**config.mk**
```make
export PLATFORM = sky130hd
export DESIGN_NAME = ccc_ctrl
export DESIGN_NICKNAME = d
export VERILOG_FILES = /design/src/rtl/core/ccc_pkg.sv /design/src/rtl/core/ccc_ctrl.sv
export SDC_FILE = /design/constraint.sdc
export NUM_CORES = 1
export LEC_CHECK = 0
export BUFFER_PORTS_ARGS = -buffer_cell sky130_fd_sc_hd__buf_2
export CORE_MARGIN = 3
export CORE_UTILIZATION = 30
export DETAILED_ROUTE_END_ITERATION = 10
export PLACE_DENSITY = 0.69
export SETUP_SLACK_MARGIN = 0.15
export SYNTH_ARGS = -nofsm -noshare
export SYNTH_HDL_FRONTEND = slang
export SYNTH_SLANG_ARGS = --single-unit
```
**constraint.sdc**
```tcl
create_clock -name clock -period 1.51 [get_ports clock]
set_clock_uncertainty 0.1 [all_clocks]
set_input_delay 0.2265 -clock clock [delete_from_list [all_inputs] [get_ports clock]]
set_output_delay 0.2265 -clock clock [all_outputs]
set_load 0.02 [all_outputs]
```
**src/rtl/core/ccc_pkg.sv**
```systemverilog
// Shared constants, codes and control/status types of the connected component counter.
package ccc_pkg;

   localparam int MAX_VERTICES = 1024;
   localparam int MAX_EDGES    = 4096;

   localparam int VERT_W     = $clog2(MAX_VERTICES);
   localparam int CNT_W      = VERT_W + 1;
   localparam int EDGE_IDX_W = $clog2(MAX_EDGES);
   localparam int EDGE_CNT_W = EDGE_IDX_W + 1;
   localparam int EDGE_W     = 2 * VERT_W;

   localparam int CSR_ADDR_W = 3;
   localparam int CSR_DATA_W = 32;
   localparam int CSR_IDX_W  = 1;

   localparam logic [CSR_IDX_W-1:0] REG_VERTEX_COUNT = 1'b0;

   localparam logic KIND_EDGE  = 1'b0;
   localparam logic KIND_COUNT = 1'b1;

   typedef struct packed {
      logic edge_write;
      logic count_init;
      logic clr_step;
      logic scan_read;
      logic scan_next;
      logic start_comp;
      logic pop;
      logic load_v;
      logic edge_read;
      logic edge_next;
      logic vis_read;
      logic push_w;
      logic finish;
   } cmd_type;

   typedef struct packed {
      logic n_zero;
      logic s_last;
      logic visited_bit;
      logic depth_zero;
      logic edge_none;
      logic i_last;
      logic match;
      logic w_free;
      logic rsp_pending;
   } status_type;

endpackage

```
**src/rtl/core/ccc_ctrl.sv**
```systemverilog
// Sequencer that steps the clear sweep, the vertex scan and the depth-first walk.
module ccc_ctrl import ccc_pkg::*; (
   input  logic       clock,
   input  logic       reset,
   input  logic       req_valid,
   output logic       req_ready,
   input  logic       req_kind,
   input  status_type status,
   output cmd_type    cmd
);

   localparam logic [3:0] ST_IDLE     = 4'd0;
   localparam logic [3:0] ST_CLR      = 4'd1;
   localparam logic [3:0] ST_SCAN_RD  = 4'd2;
   localparam logic [3:0] ST_SCAN_CHK = 4'd3;
   localparam logic [3:0] ST_POP      = 4'd4;
   localparam logic [3:0] ST_POP_W    = 4'd5;
   localparam logic [3:0] ST_EDGE_RD  = 4'd6;
   localparam logic [3:0] ST_EDGE_CHK = 4'd7;
   localparam logic [3:0] ST_VIS_CHK  = 4'd8;
   localparam logic [3:0] ST_FINISH   = 4'd9;

   logic [3:0] state_ff;
   logic [3:0] state_in;
   logic       accept;

   assign req_ready = (state_ff == ST_IDLE);
   assign accept    = req_valid && req_ready;

   always_comb begin
      state_in = state_ff;
      cmd      = '0;
      case (state_ff)
         ST_IDLE: begin
            if (accept) begin
               if (req_kind == KIND_EDGE) begin
                  cmd.edge_write = 1'b1;
               end else begin
                  cmd.count_init = 1'b1;
                  state_in = status.n_zero ? ST_FINISH : ST_CLR;
               end
            end
         end
         ST_CLR: begin
            cmd.clr_step = 1'b1;
            if (status.s_last) begin
               state_in = ST_SCAN_RD;
            end
         end
         ST_SCAN_RD: begin
            cmd.scan_read = 1'b1;
            state_in = ST_SCAN_CHK;
         end
         ST_SCAN_CHK: begin
            if (!status.visited_bit) begin
               cmd.start_comp = 1'b1;
               state_in = ST_POP;
            end else if (status.s_last) begin
               state_in = ST_FINISH;
            end else begin
               cmd.scan_next = 1'b1;
               state_in = ST_SCAN_RD;
            end
         end
         ST_POP: begin
            if (!status.depth_zero) begin
               cmd.pop = 1'b1;
               state_in = ST_POP_W;
            end else if (status.s_last) begin
               state_in = ST_FINISH;
            end else begin
               cmd.scan_next = 1'b1;
               state_in = ST_SCAN_RD;
            end
         end
         ST_POP_W: begin
            cmd.load_v = 1'b1;
            state_in = status.edge_none ? ST_POP : ST_EDGE_RD;
         end
         ST_EDGE_RD: begin
            cmd.edge_read = 1'b1;
            state_in = ST_EDGE_CHK;
         end
         ST_EDGE_CHK: begin
            if (status.match) begin
               cmd.vis_read = 1'b1;
               state_in = ST_VIS_CHK;
            end else if (status.i_last) begin
               state_in = ST_POP;
            end else begin
               cmd.edge_next = 1'b1;
               state_in = ST_EDGE_RD;
            end
         end
         ST_VIS_CHK: begin
            cmd.push_w = status.w_free;
            if (status.i_last) begin
               state_in = ST_POP;
            end else begin
               cmd.edge_next = 1'b1;
               state_in = ST_EDGE_RD;
            end
         end
         ST_FINISH: begin
            if (!status.rsp_pending) begin
               cmd.finish = 1'b1;
               state_in = ST_IDLE;
            end
         end
         default: begin
            state_in = ST_IDLE;
         end
      endcase
   end

   always_ff @(posedge clock) begin
      if (reset) begin
         state_ff <= ST_IDLE;
      end else begin
         state_ff <= state_in;
      end
   end

endmodule

```
Yosys cells after proc, flatten, opt, wreduce, memory -nomap -nowiden
Cells that the tools add are included.
{"block": "word_totals", "word_cells": 53, "in_bits": 13, "reg_bits": 4}
{"block": "op_classes", "n_reduce_logical": 3, "n_eq_ne": 13, "mux": 36}
{"operator": "case mux 4 bit (10 select lines)", "count": 1}
{"operator": "two-way mux 4 bit", "count": 9}
{"operator": "two-way mux 1 bit", "count": 20}
{"operator": "equality test 4 x 3 -> 1 bit, second input constant", "count": 4}
{"operator": "equality test 4 x 2 -> 1 bit, second input constant", "count": 2}
{"operator": "equality test 4 bit, second input constant", "count": 2}
{"operator": "two-way mux 2 bit", "count": 4}
{"operator": "equality test 4 x 1 -> 1 bit, second input constant", "count": 1}
{"operator": "logical NOT 4 bit", "count": 1}
{"operator": "inequality test 2 x 1 -> 1 bit, second input constant", "count": 2}
{"operator": "inequality test 2 bit, second input constant", "count": 2}
{"operator": "case mux 1 bit (2 select lines)", "count": 2}
{"operator": "AND reduction 4 bit", "count": 1}
{"operator": "logical AND 1 bit", "count": 1}

Depth between registers and ports, before layout
Gate-level depths: netlist of run 1.
{"block": "logic_depth", "word_depth": 4, "mapped_depth": 5, "depth_no_buf": 4}

Worst setup path after synthesis of run 1
OpenSTA, ideal clock, no wires.
{"block": "synth_timing", "path_kind": "reg-to-output", "from": "register state_ff[0]", "to": "output cmd[6] (netlist bit)", "slack_ns": -0.242, "path_buffers": 2, "stages_incl_launch_ff": 4, "arrival_ns": 1.425, "path_cell_list": "dfxtp_1 clkbuf_1 buf_2 nor4_1"}
{"item": "start: declaration", "line": "ccc_ctrl.sv:23", "text": "logic [3:0] state_ff;"}
{"item": "start signal: assignment", "line": "ccc_ctrl.sv:120", "text": "state_ff <= state_in;"}
{"item": "end: declaration", "line": "ccc_ctrl.sv:9", "text": "output cmd_type cmd"}

==> results.rst, run 1 <==
.. list-table::
   :header-rows: 1

   * - Metric
     - Value
   * - Area delta synth->final
     - 162%
   * - Overall routing resource usage
     - 0.255
   * - Final hold violations
     - 0
   * - Slew HR
     - 0.723
   * - Worst ir drop on vdd
     - 0.516 mV
   * - Number of nets in the layout
     - 140
   * - Capture instance of the worst register-to-register path
     - state_ff[1]
   * - Worst setup EP type
     - primary output
   * - First-pass GRT wire length
     - about 3.7 mm
   * - Clock latency reported for the late side of the worst-skew pair
     - 0.23 ns
   * - Final setup fails
     - 16
   * - Global route overflow
     - 0
   * - DP Area
     - a little under 800 um2
   * - Least setup slack across all paths after layout
     - -0.238 ns
   * - Clk sink count
     - 4
   * - RSZ-0062 raised after global routing
     - true
   * - Number of antenna violations at the first check in global routing
     - 0
   * - Crit path largest cell delay
     - 0.40 ns
   * - Result of the run
     - complete, but fails checks
   * - R2R setup slack
     - -0.05 ns
   * - Sequential area share after synthesis
     - 0.173
   * - Transition time at the pin with the least slew margin
     - ~0.42 ns
   * - Register cell area after layout
     - between 90 and 100 um2
   * - Via Count
     - 861
   * - Top Registers
     - state_ff: 4 flops
   * - Cell seen most often among critical-path stages
     - buf_6
   * - Path category of the worst min-delay check
     - primary input to register
   * - Total core area
     - approximately 0.0014 mm2
   * - Via density per instance
     - between 6 and 7
   * - Average wire per standard cell
     - about 21 um
   * - Cell Count Post-Placement
     - ~130
   * - Number of enable flip-flop cells after synthesis
     - 0
   * - Drt total wl
     - 2.94 mm
   * - Via count of the first global-routing pass
     - roughly 780
   * - Category of cells accounting for the largest share of critical-path delay
     - simple AND/OR/NAND/NOR gates
   * - Req. time, crit path
     - ~1.2 ns
   * - Reg with most FFs
     - state_ff
   * - Net count after synthesis
     - 85
   * - Yosys warns
     - 0
   * - Final count of pins violating max slew
     - 0
   * - Worst R2R Start
     - state_ff[1]
   * - CTS hold repair buffers
     - 0
   * - Number of remaining DRC errors
     - 0
   * - Count of boundary I/O pins
     - 27
   * - P_leak
     - between 0.5 and 0.6 nW
   * - Maximum fanout encountered on the critical timing path
     - 4
   * - Area of combinational cells with multiple inputs
     - approximately 600 um2
   * - Beginning of the critical path
     - state_ff[1]
   * - Post-route minimum period
     - 1.75 ns
   * - Count of nets left with antenna violations after detail routing
     - 0
   * - Cell Count, Final, Fillers Out
     - 140
   * - Post-Layout Inst Area
     - around 0.0012 mm2
   * - Flip-flop count of the largest register, all copies and words added
     - 4
   * - Inserted Diodes
     - 0
   * - Cell count after synthesis
     - a little over 70
   * - Root Buffer
     - clkbuf_4
   * - Logic depth of the worst path, buffers included
     - 4
   * - Maximum root-to-sink buffer count
     - 2
   * - Critical path capture point
     - cmd[0]
   * - Worst path buffer plus inverter count
     - 2
   * - Maximum capacitance violations
     - 0
   * - Die H
     - between 40 and 50 um
   * - Post-route fraction of the period consumed by the critical path
     - 1.16
   * - Worst reg-to-reg path cell count
     - 6
   * - Number of fill cells
     - 63
   * - Arrival time worst endpoint
     - approximately 1.4 ns
   * - Final weighted congestion of routability-driven global placement
     - slightly above 0.8
   * - Top FF cell, synth
     - dfxtp_1
   * - Count of state elements after synthesis
     - 4
   * - Violated checks
     - negative setup slack
   * - Drt first pass iters
     - 4
   * - Chip Width
     - between 40 and 50 um
   * - Placed wire-length estimate after detailed placement
     - about 1.3 mm
   * - Proportion of register bits with asynchronous set or reset after synthesis
     - 0
   * - Unique cell type count in the Yosys netlist
     - 28
   * - Deepest level of the CTS H-tree
     - 1
   * - Maximum number of pins on one net before global-route repair
     - 7
   * - Num rows
     - 13
   * - Maximum clock frequency
     - 572 MHz
   * - Chain of cells forming the critical path
     - or3b_4, buf_6, nor3b_4, buf_6
   * - Most frequent cells in the layout
     - 23 x buf_6, 21 x buf_4, 12 x buf_2, 6 x nand2_1, 5 x nor2_4
   * - Number of port buffers
     - 26
   * - Setup Total Neg Slack
     - -1.73 ns
   * - Cell area power density
     - 662 mW/mm2
   * - Clock transition at the registers of the reported paths
     - roughly 0.03 ns
   * - Final Power
     - about 0.00080 W
   * - Cell Area, Synth
     - roughly 460 um2
   * - Leading cell type in the layout, fill and taps excluded
     - buf_6
   * - Initial Util
     - 0.339
   * - Critical path startpoint category
     - register
   * - Share of final-layout standard cells stronger than drive strength 1
     - 0.768
   * - Per-instance average area after synthesis
     - ~6.4 um2
   * - Initial drt markers
     - 24
   * - Clock buffers created by TritonCTS
     - 3
   * - Classification of the worst setup path
     - register to primary output
   * - Area enclosed by the die boundary
     - slightly above 0.002 mm2
   * - Standard cell with the maximum stage delay on the critical path
     - or3b_4
   * - Post-placement worst setup slack
     - -0.0715 ns
   * - TritonCTS clock tree
     - built
==> cells in the mapped netlist (2+ instances only) <==
cell	count	area, um2
dfxtp_1	4	80.1
nor3b_1	4	30.0
nor2_1	8	30.0
nand2_1	7	26.3
nor3_1	4	20.0
inv_1	3	11.3
nand3b_1	2	15.0
buf_2	3	15.0
o22ai_1	3	18.8
nand2b_1	5	31.3
o32a_1	2	20.0
nor2b_1	2	12.5
nand3_1	3	15.0
clkbuf_1	3	11.3
a21oi_1	4	20.0
o21ai_0	3	15.0
==> layout make-up <==
cell class                      count  area share
Sequential cell                     4      0.0764
Timing Repair Buffer               56       0.393
Clock buffer                        3      0.0186
Inverter                            3     0.00929
Multi-Input combinational cell     59       0.487
Tap cell                           15      0.0155
==> per-layer routing <==
metal	vias to the layer above	GRT usage	part of all wire
li1	372	-	-
met1	421	0.302	0.38
met2	48	0.429	0.51
met3	20	0.0478	0.062
met4	0	0.135	0.042
met5	-	0	0
==> through the flow <==
step                      hold WS [ns]  utilization
final                            0.175        0.887
after global routing             0.175        0.887
after CTS                        0.115        0.792
after detailed placement         0.366        0.578
after global placement           0.362        0.578
after floorplan                  0.199            -
==> timing repair <==
item / in CTS / in global routing
gates cloned: 0 / 0
buffers inserted: 11 / 1
endpoints found under the setup margin: 17 / 18
pin swaps: 14 / 9
resized for setup: 57 / 26
==> cell families after synthesis <==
group           after synthesis  share of synthesized area
buf+inv                       9                     0.0811
simple gates                 40                      0.468
flops                         4                      0.173
compound gates               19                      0.278
==> power by group <==
group	switching, W	internal [W]	leakage [nW]	total, W
Combinational	0.000275	0.000269	0.459	0.000544
Clock	0.0000395	0.0000886	0.0138	0.000128
Sequential	0.0000149	0.000116	0.0353	0.000131
==> how the worst min path moves through the flow <==
stage	start	cells after the start	to	slack, ns
after floorplan	reset	1	state_ff[2]	0.20
after global placement	reset	2	state_ff[2]	0.36
after detailed placement	reset	2	state_ff[2]	0.37
after CTS	reset	2	state_ff[2]	0.11
after global routing	reset	2	state_ff[2]	0.17
final	reset	2	state_ff[2]	0.18
Note: power is estimated with default switching activity, not from simulation.
==> inputs of run 2 (changes only) <==
Settings changed: ABC_CLOCK_PERIOD_IN_PS set to 1950, CORE_MARGIN 3 to 5.
Clock period 1.51 ns to 1.95 ns, I/O delays scaled along.
==> run 2 against run 1 <==
Net effect:
- critical path depth unchanged
- the flow now finishes without violations
- non-clock buffer count decreased by 21
- largest power group unchanged
- critical endpoint is now cmd[3]
- worst setup slack improved by 0.33 ns
- flip-flop and latch count is the same
==> results.rst, run 2 (synthesis gave the netlist of run 1 again) <==
.. list-table::
   :header-rows: 1

   * - Metric
     - Value
   * - RSZ-0062 raised after global routing
     - true
   * - Slew HR
     - 0.713 (-0.00979)
   * - Clock transition at the registers of the reported paths
     - 0.04 ns (about the same)
   * - Maximum root-to-sink buffer count
     - 2 (unchanged)
   * - Drt first pass iters
     - 4 (unchanged)
   * - Initial Util
     - 0.311 (-0.0279)
   * - Via count of the first global-routing pass
     - 583 (-26%)
   * - Transition time at the pin with the least slew margin
     - 0.428 ns (+0.0132 ns)
   * - Root Buffer
     - clkbuf_4
   * - Result of the run
     - complete, no violations
   * - Die H
     - 49.3 um (+8.8%)
   * - Inserted Diodes
     - 0 (unchanged)
   * - Average wire per standard cell
     - 14.2 um (-32%)
   * - Fin Hold WS
     - 0.164 ns (-0.0109 ns)
   * - Path category of the worst min-delay check
     - primary input to register
   * - Final Power
     - 0.000408 W (-49%)
   * - Via Count
     - 657 (-24%)
   * - Number of remaining DRC errors
     - 0 (unchanged)
   * - Number of port buffers
     - 26 (unchanged)
   * - Number of fill cells
     - 149 (+140%)
   * - Top Registers
     - state_ff: 4 flops
   * - Total core area
     - 0.00149 mm2 (+9.0%)
   * - Maximum capacitance violations
     - 0 (unchanged)
   * - Maximum clock frequency
     - 537 MHz
   * - TritonCTS clock tree
     - built
   * - Overall routing resource usage
     - 0.125 (-0.130)
   * - Post-route minimum period
     - between 1.5 and 2 ns
   * - Cell Count Post-Placement
     - 112 (-10%)
   * - Clk sink count
     - 4 (unchanged)
   * - Area enclosed by the die boundary
     - 0.00243 mm2 (+18%)
   * - P_leak
     - 0.334 nW (-34%)
   * - Share of final-layout standard cells stronger than drive strength 1
     - 0.481 (-0.287)
   * - Number of nets in the layout
     - 119 (-15%)
   * - Arrival time worst endpoint
     - 1.47 ns (+0.05 ns)
   * - Chip Width
     - 49.3 um (+8.8%)
   * - Final setup fails
     - 0 (-16)
   * - Count of nets left with antenna violations after detail routing
     - 0 (unchanged)
   * - Maximum fanout encountered on the critical timing path
     - 7 (+3)
   * - Setup Total Neg Slack
     - 0 ns (+1.73 ns)
   * - Worst setup EP type
     - primary output
   * - Leading cell type in the layout, fill and taps excluded
     - buf_2
   * - Number of antenna violations at the first check in global routing
     - 0 (unchanged)
   * - Num rows
     - 14 (+1)
   * - Most frequent cells in the layout
     - 23 x buf_2, 10 x buf_4, 7 x nand2_1, 6 x nor2_1, 5 x nand2b_1
   * - Cell Count, Final, Fillers Out
     - 120 (-14%)
   * - CTS hold repair buffers
     - 0 (unchanged)
   * - Drt total wl
     - 1.70 mm (-42%)
   * - Final weighted congestion of routability-driven global placement
     - 0.820 (about the same)
   * - Final count of pins violating max slew
     - 0 (unchanged)
   * - Count of boundary I/O pins
     - 27 (unchanged)
   * - Global route overflow
     - 0 (unchanged)
   * - First-pass GRT wire length
     - 2.46 mm (-34%)
   * - Final hold violations
     - 0 (unchanged)
   * - Classification of the worst setup path
     - register to primary output
   * - Placed wire-length estimate after detailed placement
     - 1.16 mm (-12%)
   * - Clock latency reported for the late side of the worst-skew pair
     - 0.24 ns (about the same)
   * - Req. time, crit path
     - 1.56 ns (+0.38 ns)
   * - Initial drt markers
     - 21 (-13%)
   * - Worst ir drop on vdd
     - 0.329 mV (-36%)
   * - Via density per instance
     - 5.48 (-11%)
   * - Critical path startpoint category
     - register
   * - Reg with most FFs
     - state_ff
   * - Flip-flop count of the largest register, all copies and words added
     - 4 (unchanged)
   * - Cell area power density
     - 559 mW/mm2 (-16%)
   * - Deepest level of the CTS H-tree
     - 1 (unchanged)
   * - Post-route fraction of the period consumed by the critical path
     - 0.955
   * - Area delta synth->final
     - 57.8%
   * - Maximum number of pins on one net before global-route repair
     - 14 (+7)
   * - Clock buffers created by TritonCTS
     - 3 (unchanged)
-- run 2: routing by layer --
layer	track usage	vias to the layer above	wire (um)
met4	0.0807	0	63
met5	0	-	0
li1	-	329	-
met1	0.143	290	712
met2	0.202	32	815
met3	0.0336	6	109
-- run 2: report_power, final --
group          switching, W  internal, W
clock network     0.0000377    0.0000691
logic              0.000110    0.0000873
registers         0.0000147    0.0000890
total              0.000163     0.000245
-- run 2: worst paths after layout --
check        slack, ns  cells past startpoint           to   startpoint
max               0.09                      4       cmd[3]  state_ff[1]
min               0.16                      2  state_ff[2]        reset
max reg2reg       0.42                      5  state_ff[3]  state_ff[1]
min reg2reg       0.49                      2  state_ff[2]  state_ff[3]
-- run 2: repair_timing --
item / in CTS / in global routing
resized for setup: 10 / 7
buffers inserted: 0 / 5
pin swaps: 1 / 3
endpoints found under the setup margin: 5 / 5
-- run 2: final cells by class --
type | count | area (um2) | share of cell area
well taps | 16 | 20.0 | 0.0274
multi-input cells | 59 | 375 | 0.514
repair buffers | 35 | 206 | 0.283
flip-flops and latches | 4 | 95.1 | 0.130
clock buffers | 3 | 22.5 | 0.0308
inverters | 3 | 11.3 | 0.0154
-- run 2: critical path, stage by stage (launching register included) --
cell and delay, ns:
dfxtp_4 0.36, or3b_4 0.42, o32a_1 0.18, nor2_2 0.15, buf_6 0.13
-- run 2: stage by stage --
stage	setup WS [ns]	utilization	instance area, um2
after global routing	0.0263	0.491	731
after global placement	0.203	0.422	628
after detailed placement	0.169	0.422	628
final	0.0884	0.491	731
after floorplan	0.195	-	474
after CTS	0.0603	0.455	678
